[src/rtl/core/npcs_pkg.sv]
// ----------------------------------------------------------------------------
// npcs_pkg
// shared types, codes and constants of the nearest palette color search
// ----------------------------------------------------------------------------
package npcs_pkg;

  localparam int NPCS_PALETTE_ENTRIES = 256;
  localparam int NPCS_COMP_W          = 16;
  localparam int NPCS_SQ_W            = 2 * NPCS_COMP_W;
  localparam int NPCS_DIST_W          = NPCS_SQ_W + 2;
  localparam int NPCS_LIMIT_W         = 9;
  localparam int NPCS_PIXEL_W         = 8;
  localparam int NPCS_ENTRY_IDX_W     = 8;
  localparam int NPCS_CFG_IDX_W       = 2;
  localparam int NPCS_CFG_DATA_W      = 9;
  localparam int NPCS_PIPE_LAT        = 3;

  localparam logic [NPCS_LIMIT_W-1:0] NPCS_LIMIT_RST = NPCS_LIMIT_W'(256);
  localparam logic [NPCS_PIXEL_W-1:0] NPCS_BLACK_RST = '0;

  localparam logic CMD_WRITE = 1'b0;
  localparam logic CMD_QUERY = 1'b1;

  localparam logic [NPCS_CFG_IDX_W-1:0] CFG_ENTRIES_IN_USE = NPCS_CFG_IDX_W'(0);
  localparam logic [NPCS_CFG_IDX_W-1:0] CFG_BLACK_PIXEL    = NPCS_CFG_IDX_W'(1);

  typedef struct packed {
    logic [NPCS_COMP_W-1:0] red;
    logic [NPCS_COMP_W-1:0] green;
    logic [NPCS_COMP_W-1:0] blue;
  } color_t;

  typedef struct packed {
    logic   eligible;
    color_t color;
  } cell_t;

  typedef struct packed {
    logic live;
    logic init;
  } ctl_t;

  typedef enum logic [1:0] {
    ST_IDLE,
    ST_SCAN,
    ST_DRAIN,
    ST_DONE
  } state_t;

  function automatic logic [NPCS_COMP_W-1:0] abs_diff(
    input logic [NPCS_COMP_W-1:0] a,
    input logic [NPCS_COMP_W-1:0] b
  );
    return (a >= b) ? (a - b) : (b - a);
  endfunction

endpackage

[src/rtl/core/npcs_dist.sv]
// ----------------------------------------------------------------------------
// npcs_dist
// three-stage squared euclidean distance pipeline with a tag
// ----------------------------------------------------------------------------
module npcs_dist import npcs_pkg::*; #(
  parameter int IDX_W = $clog2(NPCS_PALETTE_ENTRIES)
) (
  input  logic                   clk,
  input  logic                   rst_n,
  input  ctl_t                   in_ctl,
  input  logic [IDX_W-1:0]       in_idx,
  input  color_t                 query,
  input  color_t                 entry,
  output ctl_t                   out_ctl,
  output logic [IDX_W-1:0]       out_idx,
  output logic [NPCS_DIST_W-1:0] out_dist
);

  ctl_t                   s1_ctl_r, s2_ctl_r, s3_ctl_r;
  logic [IDX_W-1:0]       s1_idx_r, s2_idx_r, s3_idx_r;
  logic [NPCS_COMP_W-1:0] s1_dr_r, s1_dg_r, s1_db_r;
  logic [NPCS_SQ_W-1:0]   s2_sr_r, s2_sg_r, s2_sb_r;
  logic [NPCS_DIST_W-1:0] s3_dist_r;

  always_ff @(posedge clk) begin
    if (!rst_n) begin
      s1_ctl_r <= '0;
      s2_ctl_r <= '0;
      s3_ctl_r <= '0;
    end else begin
      s1_ctl_r <= in_ctl;
      s2_ctl_r <= s1_ctl_r;
      s3_ctl_r <= s2_ctl_r;
    end
  end

  always_ff @(posedge clk) begin
    s1_idx_r  <= in_idx;
    s1_dr_r   <= abs_diff(query.red, entry.red);
    s1_dg_r   <= abs_diff(query.green, entry.green);
    s1_db_r   <= abs_diff(query.blue, entry.blue);
    s2_idx_r  <= s1_idx_r;
    s2_sr_r   <= NPCS_SQ_W'(s1_dr_r) * NPCS_SQ_W'(s1_dr_r);
    s2_sg_r   <= NPCS_SQ_W'(s1_dg_r) * NPCS_SQ_W'(s1_dg_r);
    s2_sb_r   <= NPCS_SQ_W'(s1_db_r) * NPCS_SQ_W'(s1_db_r);
    s3_idx_r  <= s2_idx_r;
    s3_dist_r <= NPCS_DIST_W'(s2_sr_r) + NPCS_DIST_W'(s2_sg_r) + NPCS_DIST_W'(s2_sb_r);
  end

  assign out_ctl  = s3_ctl_r;
  assign out_idx  = s3_idx_r;
  assign out_dist = s3_dist_r;

endmodule

[config.mk]
export PLATFORM = sky130hd
export DESIGN_NAME = npcs_dist
export DESIGN_NICKNAME = d
export VERILOG_FILES = /design/src/rtl/core/npcs_pkg.sv /design/src/rtl/core/npcs_dist.sv
export SDC_FILE = /design/constraint.sdc
export NUM_CORES = 2
export LEC_CHECK = 0
export BUFFER_PORTS_ARGS = -buffer_cell sky130_fd_sc_hd__buf_2
export CORE_UTILIZATION = 60
export DETAILED_ROUTE_END_ITERATION = 16
export GPL_TIMING_DRIVEN = 0
export PLACE_DENSITY_LB_ADDON = 0.08
export REMOVE_ABC_BUFFERS = 1
export SYNTH_ARGS = -nofsm -noshare
export SYNTH_HDL_FRONTEND = slang
export SYNTH_SLANG_ARGS = --single-unit
export TNS_END_PERCENT = 100
[constraint.sdc]
create_clock -name clk -period 6.65 [get_ports clk]
set_clock_uncertainty 0.05 [all_clocks]
set_input_delay 1.33 -clock clk [delete_from_list [all_inputs] [get_ports clk]]
set_output_delay 1.33 -clock clk [all_outputs]
set_load 0.03 [all_outputs]
# After elaboration in Yosys (flattened, before gate mapping)
# Cells that the tools add are included.
dict set report op_classes {
  mul 3
  n_lt_le_gt_ge 3
  addsub 8
  mux 3
}
# op n
set ops {}
lappend ops {{$mul 16x16->32} 3}
lappend ops {{$sub 16x16->16} 6}
lappend ops {{$ge 16x16->1} 3}
lappend ops {{$mux 16} 3}
lappend ops {{$add 33x32->34} 1}
lappend ops {{$add 32x32->33} 1}
dict set report totals {
  output_inout_bits 44
  ff_bits 208
  input_bits 108
  wordCells 33
}

# Longest topological paths before layout
dict set report depth {
  word_depth 2
  mapped_depth 26
  depth_no_buf 23
}

# Worst setup path after synthesis
# No wires, ideal clock.
dict set report synth_timing {
  path_type {flip-flop to flip-flop}
  start {register s1_db_r[4]}
  end {register s2_sb_r[29]}
  path_stages_with_launch 24
  path_slack_ns 0.569
  required_ns 6.478
  n_path_buf 2
  period_less_slack_ns 6.081
  setup_ns 0.122
  arrival_ns 5.909
  path_cell_list {dfxtp_1 > clkbuf_1 > clkbuf_1 > nand2_1 > inv_1 > fa_1 > inv_1 > fa_1 > inv_1 > fa_1 > fa_1 > fa_1 > inv_1 > fa_1 > inv_1 > ha_1 > and2_1 > a221oi_1 > o211ai_1 > a41oi_1 > nor4_1 > nor2_1 > nor3_1 > a311o_1}
}
dict set report synth_via {
  elab_chain_len 1
}
# element line
set synth_rtl {}
lappend synth_rtl {{start, declared} npcs_dist.sv:21} ;# logic [NPCS_COMP_W-1:0] s1_dr_r, s1_dg_r, s1_db_r;
lappend synth_rtl {{start signal, assigned} npcs_dist.sv:41} ;# s1_db_r <= abs_diff(query.blue, entry.blue);
lappend synth_rtl {{$mul 16x16->32} npcs_dist.sv:45} ;# s2_sb_r <= NPCS_SQ_W'(s1_db_r) * NPCS_SQ_W'(s1_db_r);
lappend synth_rtl {{end signal, assigned} npcs_dist.sv:45}
lappend synth_rtl {{end, declared} npcs_dist.sv:22} ;# logic [NPCS_SQ_W-1:0] s2_sr_r, s2_sg_r, s2_sb_r;
# No other way between the ends.
# A chain may end at the register's enable or synchronous reset.

# Worst setup path after layout
dict set report layout_timing {
  start {register s1_dr_r[10]}
  end {register s2_sr_r[29]}
}
dict set report layout_via {
  elab_chain_len 1
}
# element line
set layout_rtl {}
lappend layout_rtl {{start, declared} npcs_dist.sv:21}
lappend layout_rtl {{start signal, assigned} npcs_dist.sv:39} ;# s1_dr_r <= abs_diff(query.red, entry.red);
lappend layout_rtl {{$mul 16x16->32} npcs_dist.sv:43} ;# s2_sr_r <= NPCS_SQ_W'(s1_dr_r) * NPCS_SQ_W'(s1_dr_r);
lappend layout_rtl {{end signal, assigned} npcs_dist.sv:43}
lappend layout_rtl {{end, declared} npcs_dist.sv:22}
# No other way between the ends.

==> impl_metrics.toml <==
[outcome]
outcome = "finished, final reports clean"

[synth]
yosys-top-cells-count = "875 x inv_1, 524 x fa_1, 429 x ha_1"
synth_warnings = 0
synth_top_cell_area_share_pct = 31.9
synthCells = 3667
synth_cell_types = 79
synth_area_leaders = "fa_1 32%, ha_1 16%, dfxtp_1 12%, inv_1 10%, nand2_1 3.6%"
yosysTopAreaCell = "fa_1"
synth_area_sq_um = 32900
avgSynthCellArea_sq_um = 8.97
ys_ff_latch = 205
ys_seq_area_share_pct = 12.5
ys.flop_type = "dfxtp_1"
async_flop_share_pct = 0
synth_edf_count = 0
synth_most_common_cell = "inv_1"

[clock_network]
path_clk_slew_ps = 60
cts_buffer_depth = 3
cts_made_buffers = 25
cts-htree-levels = 1
clock_sinks = 205
cts_tree = "done"
clockRootBuffer = "clkbuf_16"
clock_latency_ps = 560

[global_route]
grt_antenna_before_repair = 5
grt_usage_pct = 27.2
overflow = 0
grt_pass1_vias = 25864
grt_max_degree = 26
grt_pass1_wl_um = 124000

[timing]
fmax_mhz = 156
setup_tns_ps = 0
setup_slack_ps = 231
min_period_ps = 6420
slew_violations = 0
final-hold-violation-count = 0
rsz0062_at_grt = "yes"
min_period_over_period_pct = 96.5
tightest_slew_ps = 1220
relSlewSlack_pct = 18.5
setup_viol_count_final = 0

[critical_path]
path_max_fanout = 13
startpoint_type = "flip-flop"
crit_chain = "nand2_1 -> fa_1 -> inv_1 -> fa_1 -> fa_1 -> inv_1 -> fa_1 -> fa_1 -> fa_1 -> inv_1 -> ha_1 -> a211o_1 -> a211oi_1 -> o31a_1 -> o21bai_1 -> a2111oi_2 -> o31a_1 -> xnor2_1"
crit_arrival_ps = 6850
timing.rr.start = "s1_dr_r[10]$_DFF_P_"
crit_top_cell = "fa_1"
path_delay_family = "adder cells"
rr_worst_depth = 18
crit_path_end_kind = "flip-flop"
cp.depth = 18
crit_type = "flip-flop to flip-flop"
cpPeakStageDelay_ps = 580
startpoint = "s1_dr_r[10]$_DFF_P_"
required_ps = 7080
slowest_stage = "fa_1"
critPathBufInv = 3

[floorplanning]
fp.dieW_um = 236
die-area_sq_um = 55700
ioPinCount = 152
die_h_um = 236
core_sq_um = 54000
num_rows = 85
start_util_pct = 60.9

[layout]
nets = 4795
n_fill_cell = 4599
antenna_cells = 0
syn_to_final_growth_pct = 6.62
drive_gt1_share_pct = 7.62

[place]
numPortBuffers = 151
gp_congestion = 0.928
hpwlAfterDp_um = 61100
pre_cts_ws_ps = -291

[drt]
wirelength_um = 72100
post-route-drc-count = 0
routedWlPerCell_um = 16.2
ant_nets = 0
drtIter0Drc = 1221
vias = 24201
via_per_inst = 5.44
drt_first_pass_iters = 7

[worst_hold_path]
min_path_type = "flip-flop to flip-flop"
min_from = "s2_idx_r[1]$_DFF_P_"
hold_depth = 0

[job]
maxCapViolCount = 0
layer usage:
metal | track usage, % | vias to the layer above | share of wire [%]
met3 | 3.03 | 115 | 5.1
li1 | - | 11607 | -
met4 | 6.87 | 0 | 2.4
met5 | 0 | - | 0
met2 | 47.2 | 570 | 49
met1 | 36.1 | 11909 | 44
logic make-up after synthesis:
logic type                 after synthesis  share of synthesized area, %
and+or+nand+nor                        758                          11.0
xor gates and xnor gates               177                          4.71
AOI/OAI and AO/OA                      559                          11.5
other                                    1                        0.0114
buffers and inverters                  989                          11.3
adders and majority gates              953                          48.2
muxes                                   25                         0.776
DFF                                    205                          12.5
cell type report:
| type | instances | area (sq um) | share of cell area, % |
|---|---|---|---|
| Multi-Input combinational cell | 2475 | 25100 | 71.6 |
| Sequential cell | 205 | 4180 | 11.9 |
| Inverter | 875 | 3290 | 9.38 |
| Tap cell | 696 | 871 | 2.48 |
| Timing Repair Buffer | 152 | 763 | 2.18 |
| Clock buffer | 31 | 688 | 1.96 |
| Clock inverter | 13 | 165 | 0.471 |
path summary, 6_finish.rpt:
path,end,slack [ps]
setup / recovery,s2_sr_r[29]$_DFF_P_,230
setup reg to reg,s2_sr_r[29]$_DFF_P_,230
hold reg to reg,out_idx[1]$_DFF_P_,280
hold / removal,out_idx[1]$_DFF_P_,280
through the flow:
step / util [%] / cell area (sq um) / hold slack [ps] / std cells
after floorplan: - / 32400 / 260 / 3555
after global placement: 63.1 / 34100 / 267 / 4402
after detailed placement: 63.1 / 34100 / 264 / 4402
after CTS: 64.7 / 35000 / 275 / 4446
after global routing: 64.9 / 35100 / 283 / 4447
final: 64.9 / 35100 / 276 / 4447
cells in the final DEF (no fill, tap or decap), types with 26 or more instances in the layout:
cell type  count
nand3_1       38
a21oi_1      161
dfxtp_2       33
inv_1        874
nor2_1       118
o21ai_0       68
buf_2        151
and2_1       132
nand2_1      319
dfxtp_1      163
nor2b_1       26
fa_1         524
ha_1         429
xor2_1        60
xnor2_1      117
a21o_1       110
registers in the layout, summed over array words and instances, names as in the netlist:
signal    count
s1_dg_r      16
s1_idx_r      8
s1_dr_r      16
out_idx       8
s1_db_r      16
s2_sg_r      31
s2_sr_r      31
s1_ctl_r      2
out_dist     34
s2_ctl_r      2
s2_idx_r      8
s2_sb_r      31
out_ctl       2
what timing repair did:
item / in CTS / in global routing
endpoints found under the setup margin: 13 / 24
resized for setup: 24 / 38
buffers inserted: 0 / 1
hold buffers: 0 / 0
Power is not shown: default switching activity piles up to over one toggle a cycle in this logic, so the estimate is an artifact.
