===== config.mk =====
export PLATFORM = sky130hd
export DESIGN_NAME = npcs_cell
export DESIGN_NICKNAME = d
export VERILOG_FILES = /design/src/rtl/core/npcs_pkg.sv /design/src/rtl/core/npcs_cell.sv
export SDC_FILE = /design/constraint.sdc
export NUM_CORES = 1
export LEC_CHECK = 0
export ABC_AREA = 1
export ABC_CLOCK_PERIOD_IN_PS = 2900
export BUFFER_PORTS_ARGS = -buffer_cell sky130_fd_sc_hd__buf_2
export CAP_MARGIN = 20
export CORE_ASPECT_RATIO = 0.7
export CORE_MARGIN = 2
export CORE_UTILIZATION = 45
export CTS_BUF_LIST = sky130_fd_sc_hd__clkbuf_4 sky130_fd_sc_hd__clkbuf_8
export CTS_CLUSTER_DIAMETER = 30
export CTS_CLUSTER_SIZE = 8
export DETAILED_ROUTE_END_ITERATION = 10
export GPL_TIMING_DRIVEN = 0
export PLACE_DENSITY = 0.85
export SYNTH_ARGS = -nofsm -noshare
export SYNTH_HDL_FRONTEND = slang
export SYNTH_SLANG_ARGS = --single-unit

===== constraint.sdc =====
create_clock -name clk -period 2.9 [get_ports clk]
set_input_delay 0.29 -clock clk [delete_from_list [all_inputs] [get_ports clk]]
set_output_delay 0.29 -clock clk [all_outputs]
set_load 0.03 [all_outputs]

===== src/rtl/core/npcs_pkg.sv =====
// ----------------------------------------------------------------------------
// npcs_pkg
// shared types, codes and constants of the nearest palette color search
// ----------------------------------------------------------------------------
package npcs_pkg;

  localparam int NPCS_PALETTE_ENTRIES = 256;
  localparam int NPCS_COMP_W          = 16;
  localparam int NPCS_SQ_W            = 2 * NPCS_COMP_W;
  localparam int NPCS_DIST_W          = NPCS_SQ_W + 2;
  localparam int NPCS_LIMIT_W         = 9;
  localparam int NPCS_PIXEL_W         = 8;
  localparam int NPCS_ENTRY_IDX_W     = 8;
  localparam int NPCS_CFG_IDX_W       = 2;
  localparam int NPCS_CFG_DATA_W      = 9;
  localparam int NPCS_PIPE_LAT        = 3;

  localparam logic [NPCS_LIMIT_W-1:0] NPCS_LIMIT_RST = NPCS_LIMIT_W'(256);
  localparam logic [NPCS_PIXEL_W-1:0] NPCS_BLACK_RST = '0;

  localparam logic CMD_WRITE = 1'b0;
  localparam logic CMD_QUERY = 1'b1;

  localparam logic [NPCS_CFG_IDX_W-1:0] CFG_ENTRIES_IN_USE = NPCS_CFG_IDX_W'(0);
  localparam logic [NPCS_CFG_IDX_W-1:0] CFG_BLACK_PIXEL    = NPCS_CFG_IDX_W'(1);

  typedef struct packed {
    logic [NPCS_COMP_W-1:0] red;
    logic [NPCS_COMP_W-1:0] green;
    logic [NPCS_COMP_W-1:0] blue;
  } color_t;

  typedef struct packed {
    logic   eligible;
    color_t color;
  } cell_t;

  typedef struct packed {
    logic live;
    logic init;
  } ctl_t;

  typedef enum logic [1:0] {
    ST_IDLE,
    ST_SCAN,
    ST_DRAIN,
    ST_DONE
  } state_t;

  function automatic logic [NPCS_COMP_W-1:0] abs_diff(
    input logic [NPCS_COMP_W-1:0] a,
    input logic [NPCS_COMP_W-1:0] b
  );
    return (a >= b) ? (a - b) : (b - a);
  endfunction

endpackage


===== src/rtl/core/npcs_cell.sv =====
// ----------------------------------------------------------------------------
// npcs_cell
// one palette entry of the rotating ring, loaded by a write or from its neighbor
// ----------------------------------------------------------------------------
module npcs_cell import npcs_pkg::*; (
  input  logic   clk,
  input  logic   rst_n,
  input  logic   shift,
  input  logic   wr_en,
  input  color_t wr_color,
  input  logic   wr_eligible,
  input  cell_t  nb_in,
  output cell_t  q
);

  logic   elig_r;
  color_t color_r;

  always_ff @(posedge clk) begin
    if (!rst_n) begin
      elig_r <= 1'b0;
    end else if (wr_en) begin
      elig_r <= wr_eligible;
    end else if (shift) begin
      elig_r <= nb_in.eligible;
    end
  end

  always_ff @(posedge clk) begin
    if (wr_en) begin
      color_r <= wr_color;
    end else if (shift) begin
      color_r <= nb_in.color;
    end
  end

  assign q.eligible = elig_r;
  assign q.color    = color_r;

endmodule


Yosys cells after proc, flatten, opt, wreduce, memory -nomap -nowiden
Cells that the tools add are included.
{"block": "word_totals", "ff_bits": 49, "inputBits": 102, "wordCells": 9}
{"block": "op_classes", "mux": 4, "reduce_logical": 1}
{"operator": "48-bit two-way mux", "n": 2}
{"operator": "1-bit two-way mux", "n": 2}
{"operator": "2-bit nonzero test", "n": 1}

Depth between registers and ports, before layout
Gate-level depths: netlist of the first run.
{"block": "logic_depth", "depth_word": 2, "mapped_depth": 7, "ltp_nobuf": 5}

Worst setup path before layout of the first run
OpenSTA, ideal clock, no wires.
{"block": "synth_timing", "path_kind": "input to register", "from": "in wr_en", "to": "reg color_r (netlist bit q[0]), enable pin", "t_arrival_ns": 1.366, "required_time_ns": 2.498, "setup_slack_ns": 1.131, "path_stages": 3, "path_buffers": 1, "cell_sequence": "buf_6 -> nor2_1 -> inv_1"}
{"block": "synth_between", "elab_chain_cells": 1}
{"item": "from (decl)", "line": "npcs_cell.sv:9", "rtl": "input logic wr_en,"}
{"item": "2-bit nonzero test (no line)"}
{"item": "to (signal assigned)", "line": "npcs_cell.sv:31", "rtl": "color_r <= wr_color;"}
{"item": "to (signal assigned)", "line": "npcs_cell.sv:33", "rtl": "color_r <= nb_in.color;"}
{"item": "to (decl)", "line": "npcs_cell.sv:17", "rtl": "color_t color_r;"}
No other way between the ends.
A chain may end at the register's enable or synchronous reset.

Final worst setup path of the first run
{"block": "layout_timing", "from": "reg elig_r", "to": "out q[48] (netlist bit)"}
{"item": "from (decl)", "line": "npcs_cell.sv:16", "rtl": "logic elig_r;"}
{"item": "from (signal assigned)", "line": "npcs_cell.sv:23", "rtl": "elig_r <= wr_eligible;"}
{"item": "from (signal assigned)", "line": "npcs_cell.sv:25", "rtl": "elig_r <= nb_in.eligible;"}
{"item": "to (decl)", "line": "npcs_cell.sv:13", "rtl": "output cell_t q"}
No word-level cell between the ends.

==> results of run 1 <==
==> layout make-up <==
type | count | area [µm²] | share of cell area, %
flip-flops and latches | 49 | 1461 | 48.03
repair buffers | 150 | 765.7 | 25.16
multi-input cells | 150 | 565.5 | 18.59
plain buffers | 12 | 90.09 | 2.961
clock buffers | 6 | 76.32 | 2.508
well taps | 55 | 68.82 | 2.262
inverters | 3 | 11.26 | 0.3701
clock inverters | 1 | 3.754 | 0.1234
==> routing by layer <==
layer	global-route usage [%]	up-vias	share of wire, %
li1	-	991	-
met5	0	-	0
met4	5.357	0	0.32
met2	36.77	96	50
met3	9.651	2	12
met1	20.26	849	37
==> cell usage in the layout (no fill, tap or decap), types with 2 or more instances in the layout <==
master and instances:
nand2_1 147, edfxtp_1 48, clkbuf_8 5, buf_4 2
inv_2 2, buf_6 4, buf_2 155, nand3_1 2
==> registers in the layout, indices dropped and copies added, names as in the netlist <==
signal	count
q	48
elig_r	1
==> report_power, final <==
group	internal, mW	total, mW	switching (mW)
clock network	0.172	0.372	0.200
logic	0.134	0.405	0.271
registers	0.865	0.883	0.0175
total	1.17	1.66	0.488
==> final timing paths <==
kind / from / to / slack [ns] / depth (start not counted)
max: elig_r / q[48] / 1.71 / 2
min: rst_n / elig_r / 0.18 / 3
max reg2reg: elig_r / elig_r / 2.28 / 4
min reg2reg: elig_r / elig_r / 0.55 / 4
==> kinds of logic after synthesis <==
group | Yosys count
flops | 49
simple gates | 150
buf+inv | 15
==> critical path, cell delays in order, from the launching register on <==
cell     delay (ns)
dfxtp_1        0.33
buf_4          0.10
buf_2          0.18
==> metrics.md, run 1 <==
| Metric | Value |
|---|---|
| TritonCTS Buffers | 5 |
| Synth area leaders | edfxtp_1 (68%), nand2_1 (26%), buf_6 (2.1%) |
| Net Count, Synth | 316 |
| Top_reg_cell synth | edfxtp_1 |
| WP data arrival | about 0.90 ns |
| Post-route insts no fill | roughly 430 |
| Slew @ Worst Pin | around 0.43 ns |
| Synthesized flop and latch total | 49 |
| Initial DRT Pass Iterations | 4 |
| Synth top cells by count | nand2_1 (147), edfxtp_1 (48), buf_2 (6) |
| # IOs | between 150 and 200 |
| Starting density of the core | 47.78% |
| Pre-CTS WS | between 1.5 and 2 ns |
| Root Driver | clkbuf_8 |
| Area after DPL | a little under 3000 µm² |
| RSZ-0062 raised after global routing | no |
| Setup TNS | 0 ns |
| Htree depth | 2 |
| Crit path required time | around 2.6 ns |
| Site Rows | 20 |
| Largest family of logic cells by synthesized area | simple AND/OR/NAND/NOR gates |
| Power Dens Cells | approximately 550 nW/µm² |
| Synth Area in Compound Gates | 0% |
| Die Width | between 80 and 90 µm |
| Global-route wire length before repair | slightly below 8 mm |
| Synth async-reset ratio | 0% |
| Count leader, synth | nand2_1 |
| Mapped Area | between 2000 and 2500 µm² |
| Antenna cells | 0 |
| Post-synthesis adder-cell area fraction | 0% |
| Max-cap viol count | 0 |
| Worst rel slew slack | 71.60% |
| Sequential share of the synthesized area | 68.67% |
| GPL Wtd Cong | 0.8060 |
| Final setup fails | 0 |
| Area grow syn2layout | 42.97% |
| Aggregate global routing overflow | 0 |
| CTS tree | yes |
| Share of layout cells above drive strength 1 | 45.82% |
| Hold/Removal Path Class | input pin to register |
| Post-CTS Resized | 0 |
| Initial DRC count | 32 |
| Clk sinks | between 40 and 50 |
| Die area | roughly 5300 µm² |
| DPL Wire Length | approximately 4.1 mm |
| Yosys top cell area share | between 60% and 70% |
| Status | completed |
| Hold buffer count at cts | 0 |
| Drt via density | around 4.5 |
| Final antenna-violating net count | 0 |
| Xor/xnor share of the synthesized area | 0% |
| Chip height | roughly 60 µm |
| Tcrit/Tclk final | just over 40% |
| Synth warn | 0 |
| Cells after Synth | between 200 and 250 |
| Final worst setup slack | 1.710 ns |
| Max IR drop VDD | roughly 370 µV |
| Post-route cell area | around 3000 µm² |
| Pin count of the biggest net entering global routing | 31 |
| Avg Inst Size Synth | a little under 10 µm² |
| Post-CTS setup buffer count | 0 |
| Final min period | ~1.2 ns |
| Post-synthesis mux area share | 0% |
| Fin nets | roughly 470 |
| Post-synth EDFFs | 48 |
| Core Box Area | between 4000 and 5000 µm² |
| Slew Viols, Final | 0 |
| Worst hold slack | 0.1833 ns |
| Inst Count DP | 419 |
| Startpoint Class | register |
| Fillers | approximately 360 |
| Drt wl/cell | approximately 12 µm |
| Final hold viol count | 0 |
| Total power | 1.659 mW |
| Critical path class | register to primary output |
| Worst-skew pair later-pin latency | roughly 0.29 ns |
| Worst-path clk slew | 0.08 ns |
| Detailed Route WL | 5.259 mm |
| Worst setup EP type | primary output |
| Dominant cell type by area after synthesis | edfxtp_1 |
| Clock tree buffer depth | 2 |
| Drt drc | 0 |
| Unique masters post-synth | 10 |
| Total global-route track usage | 19.69% |
| LEAKAGE | about 1.7 nW |
| Vias in the first global route | 1795 |
| Initial antenna violation count | 0 |
| Synth Area in Simple Gates | about a quarter |
| Clock skew | 0 ns |
| Fmax | between 800 and 900 MHz |
| Post-layout util | 68.31% |
| Vias | between 1500 and 2000 |
| Crit-path max FO | 2 |
| Port Buffer Count | 149 |
No activity file was read; power rests on OpenSTA's default activity.
==> inputs of run 2 (changes only) <==
==> config.mk (replaced) <==
export PLATFORM = sky130hd
export DESIGN_NAME = npcs_cell
export DESIGN_NICKNAME = d
export VERILOG_FILES = /design/src/rtl/core/npcs_pkg.sv /design/src/rtl/core/npcs_cell.sv
export SDC_FILE = /design/constraint.sdc
export NUM_CORES = 1
export LEC_CHECK = 0
export ABC_AREA = 0
export ABC_CLOCK_PERIOD_IN_PS = 960
export BUFFER_PORTS_ARGS = -buffer_cell sky130_fd_sc_hd__buf_2
export CAP_MARGIN = 20
export CORE_ASPECT_RATIO = 0.7
export CORE_MARGIN = 2
export CORE_UTILIZATION = 39
export CTS_BUF_LIST = sky130_fd_sc_hd__clkbuf_4 sky130_fd_sc_hd__clkbuf_8
export CTS_CLUSTER_DIAMETER = 30
export CTS_CLUSTER_SIZE = 8
export DETAILED_ROUTE_END_ITERATION = 10
export GPL_TIMING_DRIVEN = 0
export PLACE_DENSITY = 0.76
export SYNTH_ARGS = -nofsm -noshare
export SYNTH_HDL_FRONTEND = slang
export SYNTH_SLANG_ARGS = --single-unit
==> constraint.sdc (replaced) <==
create_clock -name clk -period 0.96 [get_ports clk]
set_input_delay 0.096 -clock clk [delete_from_list [all_inputs] [get_ports clk]]
set_output_delay 0.096 -clock clk [all_outputs]
set_load 0.03 [all_outputs]
==> metrics.md, run 2 <==
| Metric | Value |
|---|---|
| Synth top cells by count | edfxtp_1 (48), mux2_4 (48), buf_12 (5) (was nand2_1 (147), edfxtp_1 (48), buf_2 (6)) |
| Setup TNS | 0 ns (unchanged) |
| Avg Inst Size Synth | 21.62 µm² (was 9.945 µm²) |
| Aggregate global routing overflow | 0 (unchanged) |
| Global-route wire length before repair | 6.679 mm (was 7.728 mm) |
| Largest register FFs | 48 (unchanged) |
| Unique masters post-synth | 10 (unchanged) |
| Cell chain of the critical path | buf_6 (was buf_4, buf_2) |
| Combinational power share | 29.2% (was 24.4%) |
| Htree depth | 2 (unchanged) |
| Top_reg_cell synth | edfxtp_1 (unchanged) |
| Min-delay src | rst_n (unchanged) |
| Synth Area in Compound Gates | 0.4287% (was 0%) |
| Worst-skew pair later-pin latency | 0.28 ns (was 0.29 ns) |
| Drt via density | 4.454 (was 4.549) |
| Final antenna-violating net count | 0 (unchanged) |
| Hold EP | elig_r (unchanged) |
| Drt drc | 0 (unchanged) |
| Fmax | between 1000 and 1500 MHz |
| Max IR drop VDD | 725.1 µV (was 372.2 µV) |
| Worst Hold Depth | 2 (was 3) |
| Cells after Synth | 108 (was 214) |
| Net Count, Synth | 210 (was 316) |
| Share of layout cells above drive strength 1 | 80.68% (was 45.82%) |
| Slew @ Worst Pin | 0.3485 ns (was 0.4254 ns) |
| Final hold viol count | 0 (unchanged) |
| Post-synthesis mux area share | 31.35% (was 0%) |
| Vias | 1510 (was 1938) |
| Fillers | 457 (was 361) |
| Sequential share of the synthesized area | 62.59% (was 68.67%) |
| Pre-CTS WS | -0.3662 ns (was 1.544 ns) |
| TritonCTS Buffers | 5 (unchanged) |
| RSZ-0062 raised after global routing | yes (was no) |
| Largest family of logic cells by synthesized area | multiplexers (was simple AND/OR/NAND/NOR gates) |
| Core Box Area | 5756 µm² (was 4454 µm²) |
| WP data arrival | 0.86 ns (was 0.90 ns) |
| Root Driver | clkbuf_8 (unchanged) |
| Vias in the first global route | 1400 (was 1795) |
| Xor/xnor share of the synthesized area | 0% (unchanged) |
| Inst Count DP | 332 (was 419) |
| R2R Path Start | elig_r (unchanged) |
| Clock group share of total power | 20.6% (was 22.4%) |
| Buf+Inv Stages, Crit Path | 1 (was 2) |
| Final min period | approximately 0.95 ns |
| Worst rel slew slack | 76.76% (was 71.60%) |
| Critical path class | register to primary output (unchanged) |
| Psw | 1.469 mW (was 0.4879 mW) |
| Dominant cell type by area after synthesis | edfxtp_1 (unchanged) |
| Power Dens Cells | 1536 nW/µm² (was 545.3 nW/µm²) |
| Yosys top cell area share | 61.74% (was 67.72%) |
| Pin count of the biggest net entering global routing | 25 (was 31) |
| Post-CTS setup buffer count | 0 (unchanged) |
| Hold buffer count at cts | 0 (unchanged) |
| Area after DPL | 3186 µm² (was 2963 µm²) |
| Switching Fraction | 27.06% (was 29.40%) |
| CTS tree | yes (unchanged) |
| Detailed Route WL | 4.981 mm (was 5.259 mm) |
| Initial DRT Pass Iterations | 3 (was 4) |
| Chip height | 68.74 µm (was 61.54 µm) |
| GPL Wtd Cong | 0.6605 (was 0.8060) |
| Hold/Removal Path Class | input pin to register (unchanged) |
| DPL Wire Length | 3.738 mm (was 4.141 mm) |
| Status | completed (unchanged) |
| FF-to-FF End | elig_r (unchanged) |
| Startpoint Class | register (unchanged) |
| Pint | 3.958 mW (was 1.172 mW) |
| Slew Viols, Final | 0 (unchanged) |
| Worst-path clk slew | 0.08 ns (about the same) |
| Clk sinks | 49 (unchanged) |
| Initial antenna violation count | 0 (unchanged) |
| Clock tree buffer depth | 2 (unchanged) |
| Initial DRC count | 33 (was 32) |
| Post-route cell area | 3533 µm² (was 3043 µm²) |
| Clock skew | 0 ns (unchanged) |
| Post-synthesis adder-cell area fraction | 0% (unchanged) |
| Site Rows | 23 (was 20) |
| Reg2Reg Depth | 2 (was 4) |
| Most frequent cells in the layout | buf_2 (106), mux2_4 (48), edfxtp_1 (48) (was buf_2 (155), nand2_1 (147), edfxtp_1 (48)) |
| Worst setup EP type | primary output (unchanged) |
| Die area | 6631 µm² (was 5304 µm²) |
| Crit-path max FO | 1 (was 2) |
| Max incr delay on CP | 0.41 ns (was 0.33 ns) |
| Crit path required time | 0.86 ns (was 2.61 ns) |
| Post-layout util | 61.39% (was 68.31%) |
| Port Buffer Count | 149 (unchanged) |
| Area grow syn2layout | 51.34% (was 42.97%) |
| Final worst setup slack | 0.005138 ns (was 1.710 ns) |
| LEAKAGE | 1.690 nW (was 1.654 nW) |
| Reg area | 1463 µm² (was 1461 µm²) |
| Fin nets | 366 (was 473) |
| Total global-route track usage | 13.92% (was 19.69%) |
| Antenna cells | 0 (unchanged) |
| Synth Area in Simple Gates | 0.5359% (was 26.57%) |
| Synth async-reset ratio | 0% (unchanged) |
| Synthesized flop and latch total | 49 (unchanged) |
| Die Width | 96.48 µm (was 86.20 µm) |
| R2r setup slk | 0.09 ns (was 2.28 ns) |
| Most common cell after layout, fill and taps aside | buf_2 (unchanged) |
| Final setup fails | 0 (unchanged) |
| Tcrit/Tclk final | 99.46% |
| Post-route insts no fill | 339 (was 426) |
| CP top delay family | flip-flops (unchanged) |
| Slowest CP cell | edfxtp_1 (was dfxtp_1) |
| Share of power burned in registers | 50.2% (was 53.2%) |
| Synth area leaders | edfxtp_1 (62%), mux2_4 (31%), buf_12 (4.3%) (was edfxtp_1 (68%), nand2_1 (26%), buf_6 (2.1%)) |
| Multi-input gate area | 765.7 µm² (was 565.5 µm²) |
| Mapped Area | 2335 µm² (was 2128 µm²) |
| # IOs | 151 (unchanged) |
| Post-synth EDFFs | 48 (unchanged) |
| Starting density of the core | 40.57% (was 47.78%) |
| Synth warn | 0 (unchanged) |
| Drt wl/cell | 14.69 µm (was 12.35 µm) |
| Max-cap viol count | 0 (unchanged) |
-- run 2: worst max path at each step --
stage / cells past startpoint / startpoint / to / slack [ns]
final: 1 / q[22] / q[22] / 0.005
after global routing: 1 / q[26] / q[26] / -0.03
after CTS: 1 / q[15] / q[15] / -0.007
after detailed placement: 3 / wr_en / q[29] / -0.37
after global placement: 3 / wr_en / q[31] / -0.35
after floorplan: 3 / wr_en / q[0] / -0.19
-- run 2: kinds of logic after synthesis --
kind of cell / after synthesis
AO/OA/AOI/OAI: 1
buffers and inverters: 7
flip-flops: 49
multiplexers: 49
AND/OR/NAND/NOR: 2
-- run 2: routing by layer --
layer / global-route usage (%) / share of wire, % / wire length, µm
met4: 4.930 / 1.5 / 74
met1: 16.74 / 39 / 1928
met2: 22.83 / 47 / 2332
met5: 0 / 0 / 0
met3: 5.761 / 13 / 645
-- run 2: area by class of cell --
class                      instances  share of cell area (%)
sequential                        49                   41.40
tap                               75                   2.656
buffer                             6                   3.399
timing repair buffer             149                   28.61
clock inverter                     1                  0.1062
clock buffer                       6                   2.160
multi-input combinational         53                   21.67
-- run 2: power groups by stage --
stage	Combinational, mW	Sequential [mW]	Clock, mW
after floorplan	0.410	3.21	0
after global placement	1.35	2.71	0
after detailed placement	1.37	2.72	0
final	1.58	2.73	1.12
after global routing	1.67	2.75	1.25
after CTS	1.43	2.69	1.17
-- run 2: through the flow --
stage | power, mW | hold WS [ns]
2_1_floorplan | 3.618 | 0.2294
3_3_place_gp | 4.061 | 0.3203
3_5_place_dp | 4.091 | 0.3287
4_1_cts | 5.288 | 0.01973
5_1_grt | 5.665 | 0.01980
6_report | 5.427 | 0.03288
-- run 2: repair_timing --
item / CTS / global route
pin swaps: 1 / 0
resized for setup: 23 / 95
gates cloned: 1 / 0
setup endpoints to repair: 60 / 65
hold endpoints to repair: 0 / 0
==> inputs of run 3 (changes only) <==
--- a/config.mk
+++ b/config.mk
@@ -11,13 +11,13 @@
 export CAP_MARGIN = 20
 export CORE_ASPECT_RATIO = 0.7
 export CORE_MARGIN = 2
-export CORE_UTILIZATION = 39
-export CTS_BUF_LIST = sky130_fd_sc_hd__clkbuf_4 sky130_fd_sc_hd__clkbuf_8
+export CORE_UTILIZATION = 38
+export CTS_BUF_LIST = sky130_fd_sc_hd__clkbuf_4 sky130_fd_sc_hd__clkbuf_8 sky130_fd_sc_hd__clkbuf_16
 export CTS_CLUSTER_DIAMETER = 30
 export CTS_CLUSTER_SIZE = 8
 export DETAILED_ROUTE_END_ITERATION = 10
 export GPL_TIMING_DRIVEN = 0
-export PLACE_DENSITY = 0.76
+export PLACE_DENSITY = 0.74
 export SYNTH_ARGS = -nofsm -noshare
 export SYNTH_HDL_FRONTEND = slang
 export SYNTH_SLANG_ARGS = --single-unit
==> metrics.md, run 3 (synthesis gave the netlist of run 2 again) <==
| Metric | Value |
|---|---|
| Hold/Removal Path Class | input pin to register (unchanged) |
| Starting density of the core | 39.97% (was 40.57%) |
| Max-cap viol count | 0 (unchanged) |
| CP Launch Point | q[14] (was q[22]) |
| Clock tree buffer depth | 2 (unchanged) |
| WP depth | 1 (unchanged) |
| LEAKAGE | 1.677 nW (was 1.690 nW) |
| FF-to-FF End | elig_r (unchanged) |
| Area after DPL | 3186 µm² (unchanged) |
| Status | finished, violations left (was completed) |
| Initial DRT Pass Iterations | 4 (was 3) |
| Final worst setup slack | -0.00006734 ns (was 0.005138 ns) |
| RSZ-0062 raised after global routing | yes (unchanged) |
| Drt wl/cell | 14.50 µm (was 14.69 µm) |
| Worst hold slack | 0.03090 ns (was 0.03288 ns) |
| R2R Path Start | elig_r (unchanged) |
| Violated checks | setup timing |
| Die area | 6797 µm² (was 6631 µm²) |
| Final antenna-violating net count | 0 (unchanged) |
| Clk sinks | 49 (unchanged) |
| Power Dens Cells | 1543 nW/µm² (was 1536 nW/µm²) |
| CP top delay family | flip-flops (unchanged) |
| Detailed Route WL | 4.916 mm (was 4.981 mm) |
| Port Buffer Count | 149 (unchanged) |
| Final min period | 0.9601 ns (was 0.9549 ns) |
| DPL Wire Length | 3.608 mm (was 3.738 mm) |
| Slowest CP cell | edfxtp_1 (unchanged) |
| GPL Wtd Cong | 0.7134 (was 0.6605) |
| Share of layout cells above drive strength 1 | 80.68% (unchanged) |
| CTS tree | yes (unchanged) |
| Antenna cells | 0 (unchanged) |
| Initial DRC count | 33 (unchanged) |
| Die Width | 97.69 µm (was 96.48 µm) |
| Slew Viols, Final | 0 (unchanged) |
| R2r setup slk | 0.08 ns (was 0.09 ns) |
| Largest register FFs | 48 (unchanged) |
| Fmax | 1042 MHz (was 1047 MHz) |
| Total power | 5.389 mW (was 5.427 mW) |
| WP data arrival | 0.86 ns (about the same) |
| Clock skew | 0 ns (unchanged) |
| Drt drc | 0 (unchanged) |
| Aggregate global routing overflow | 0 (unchanged) |
| Hold buffer count at cts | 0 (unchanged) |
| Slew @ Worst Pin | 0.3623 ns (was 0.3485 ns) |
| Final setup fails | 1 (was 0) |
| Max incr delay on CP | 0.42 ns (was 0.41 ns) |
| # IOs | 151 (unchanged) |
| End of the critical path | q[14] (was q[22]) |
| Core Box Area | 5842 µm² (was 5756 µm²) |
| Worst-path clk slew | 0.08 ns (about the same) |
| Htree depth | 2 (unchanged) |
| Buf+Inv Stages, Crit Path | 1 (unchanged) |
| Setup TNS | -0.00006734 ns (was 0 ns) |
| Max IR drop VDD | 755.7 µV (was 725.1 µV) |
| Crit-path max FO | 1 (unchanged) |
| Vias in the first global route | 1610 (was 1400) |
| Chip height | 69.58 µm (was 68.74 µm) |
| Area grow syn2layout | 49.62% (was 51.34%) |
| Cell chain of the critical path | buf_6 (unchanged) |
| Worst-skew pair later-pin latency | 0.29 ns (was 0.28 ns) |
| TritonCTS Buffers | 5 (unchanged) |
| Tcrit/Tclk final | 100.0% (was 99.46%) |
| Startpoint Class | register (unchanged) |
| Most frequent cells in the layout | buf_2 (110), mux2_4 (48), edfxtp_1 (48) (was buf_2 (106), mux2_4 (48), edfxtp_1 (48)) |
| Pin count of the biggest net entering global routing | 25 (unchanged) |
| Drt via density | 4.481 (was 4.454) |
| Worst setup EP type | primary output (unchanged) |
| Initial antenna violation count | 0 (unchanged) |
| Vias | 1519 (was 1510) |
| Fin nets | 366 (unchanged) |
| Post-layout util | 59.80% (was 61.39%) |
| Site Rows | 23 (unchanged) |
| Final hold viol count | 0 (unchanged) |
| Post-route cell area | 3493 µm² (was 3533 µm²) |
| Reg2Reg Depth | 2 (unchanged) |
| Total global-route track usage | 14.23% (was 13.92%) |
| Critical path class | register to primary output (unchanged) |
| Crit path required time | 0.86 ns (about the same) |
| Root Driver | clkbuf_8 (unchanged) |
| Global-route wire length before repair | 7.500 mm (was 6.679 mm) |
| Most common cell after layout, fill and taps aside | buf_2 (unchanged) |
| Worst rel slew slack | 75.85% (was 76.76%) |
[run 3: through the flow]
stage,std cells,setup slack (ns)
6_report,339,-0.00006734
5_1_grt,339,-0.03400
4_1_cts,339,-0.007195
3_5_place_dp,332,-0.3828
3_3_place_gp,332,-0.3673
2_1_floorplan,108,-0.1864
[run 3: area by class of cell]
cell class / count / area, µm²
fillers: 463 / 2349
flip-flops and latches: 49 / 1463
repair buffers: 149 / 970.9
multi-input cells: 53 / 765.7
plain buffers: 6 / 120.1
well taps: 75 / 93.84
clock buffers: 6 / 76.32
clock inverters: 1 / 3.754
[run 3: what timing repair did]
| item | 4_1_cts | 5_1_grt |
|---|---|---|
| setup endpoints to repair | 58 | 38 |
| resized for setup | 20 | 84 |
| buffers inserted | 0 | 0 |
| pin swaps | 1 | 0 |
| cloned | 1 | 0 |
[run 3: worst min path at each step]
stage,startpoint,slack (ns),end,depth (start not counted)
2_1_floorplan,rst_n,0.23,elig_r,1
3_3_place_gp,rst_n,0.33,elig_r,2
3_5_place_dp,rst_n,0.33,elig_r,2
4_1_cts,rst_n,0.02,elig_r,2
5_1_grt,rst_n,0.02,elig_r,2
6_report,rst_n,0.03,elig_r,2
[run 3: per-layer routing]
layer	vias to the layer above	track usage, %	part of all wire, %
li1	730	-	-
met1	685	17.00	41
met2	102	23.75	47
met3	2	6.149	12
met4	0	3.704	0.63
met5	-	0	0
[run 3: power by group]
part / leakage, nW / switching (mW) / total, mW / internal [mW]
Clock: 0.0421 / 0.609 / 1.13 / 0.520
Sequential: 0.498 / 0.0896 / 2.71 / 2.62
Combinational: 1.14 / 0.767 / 1.55 / 0.783
Total: 1.68 / 1.47 / 5.39 / 3.92
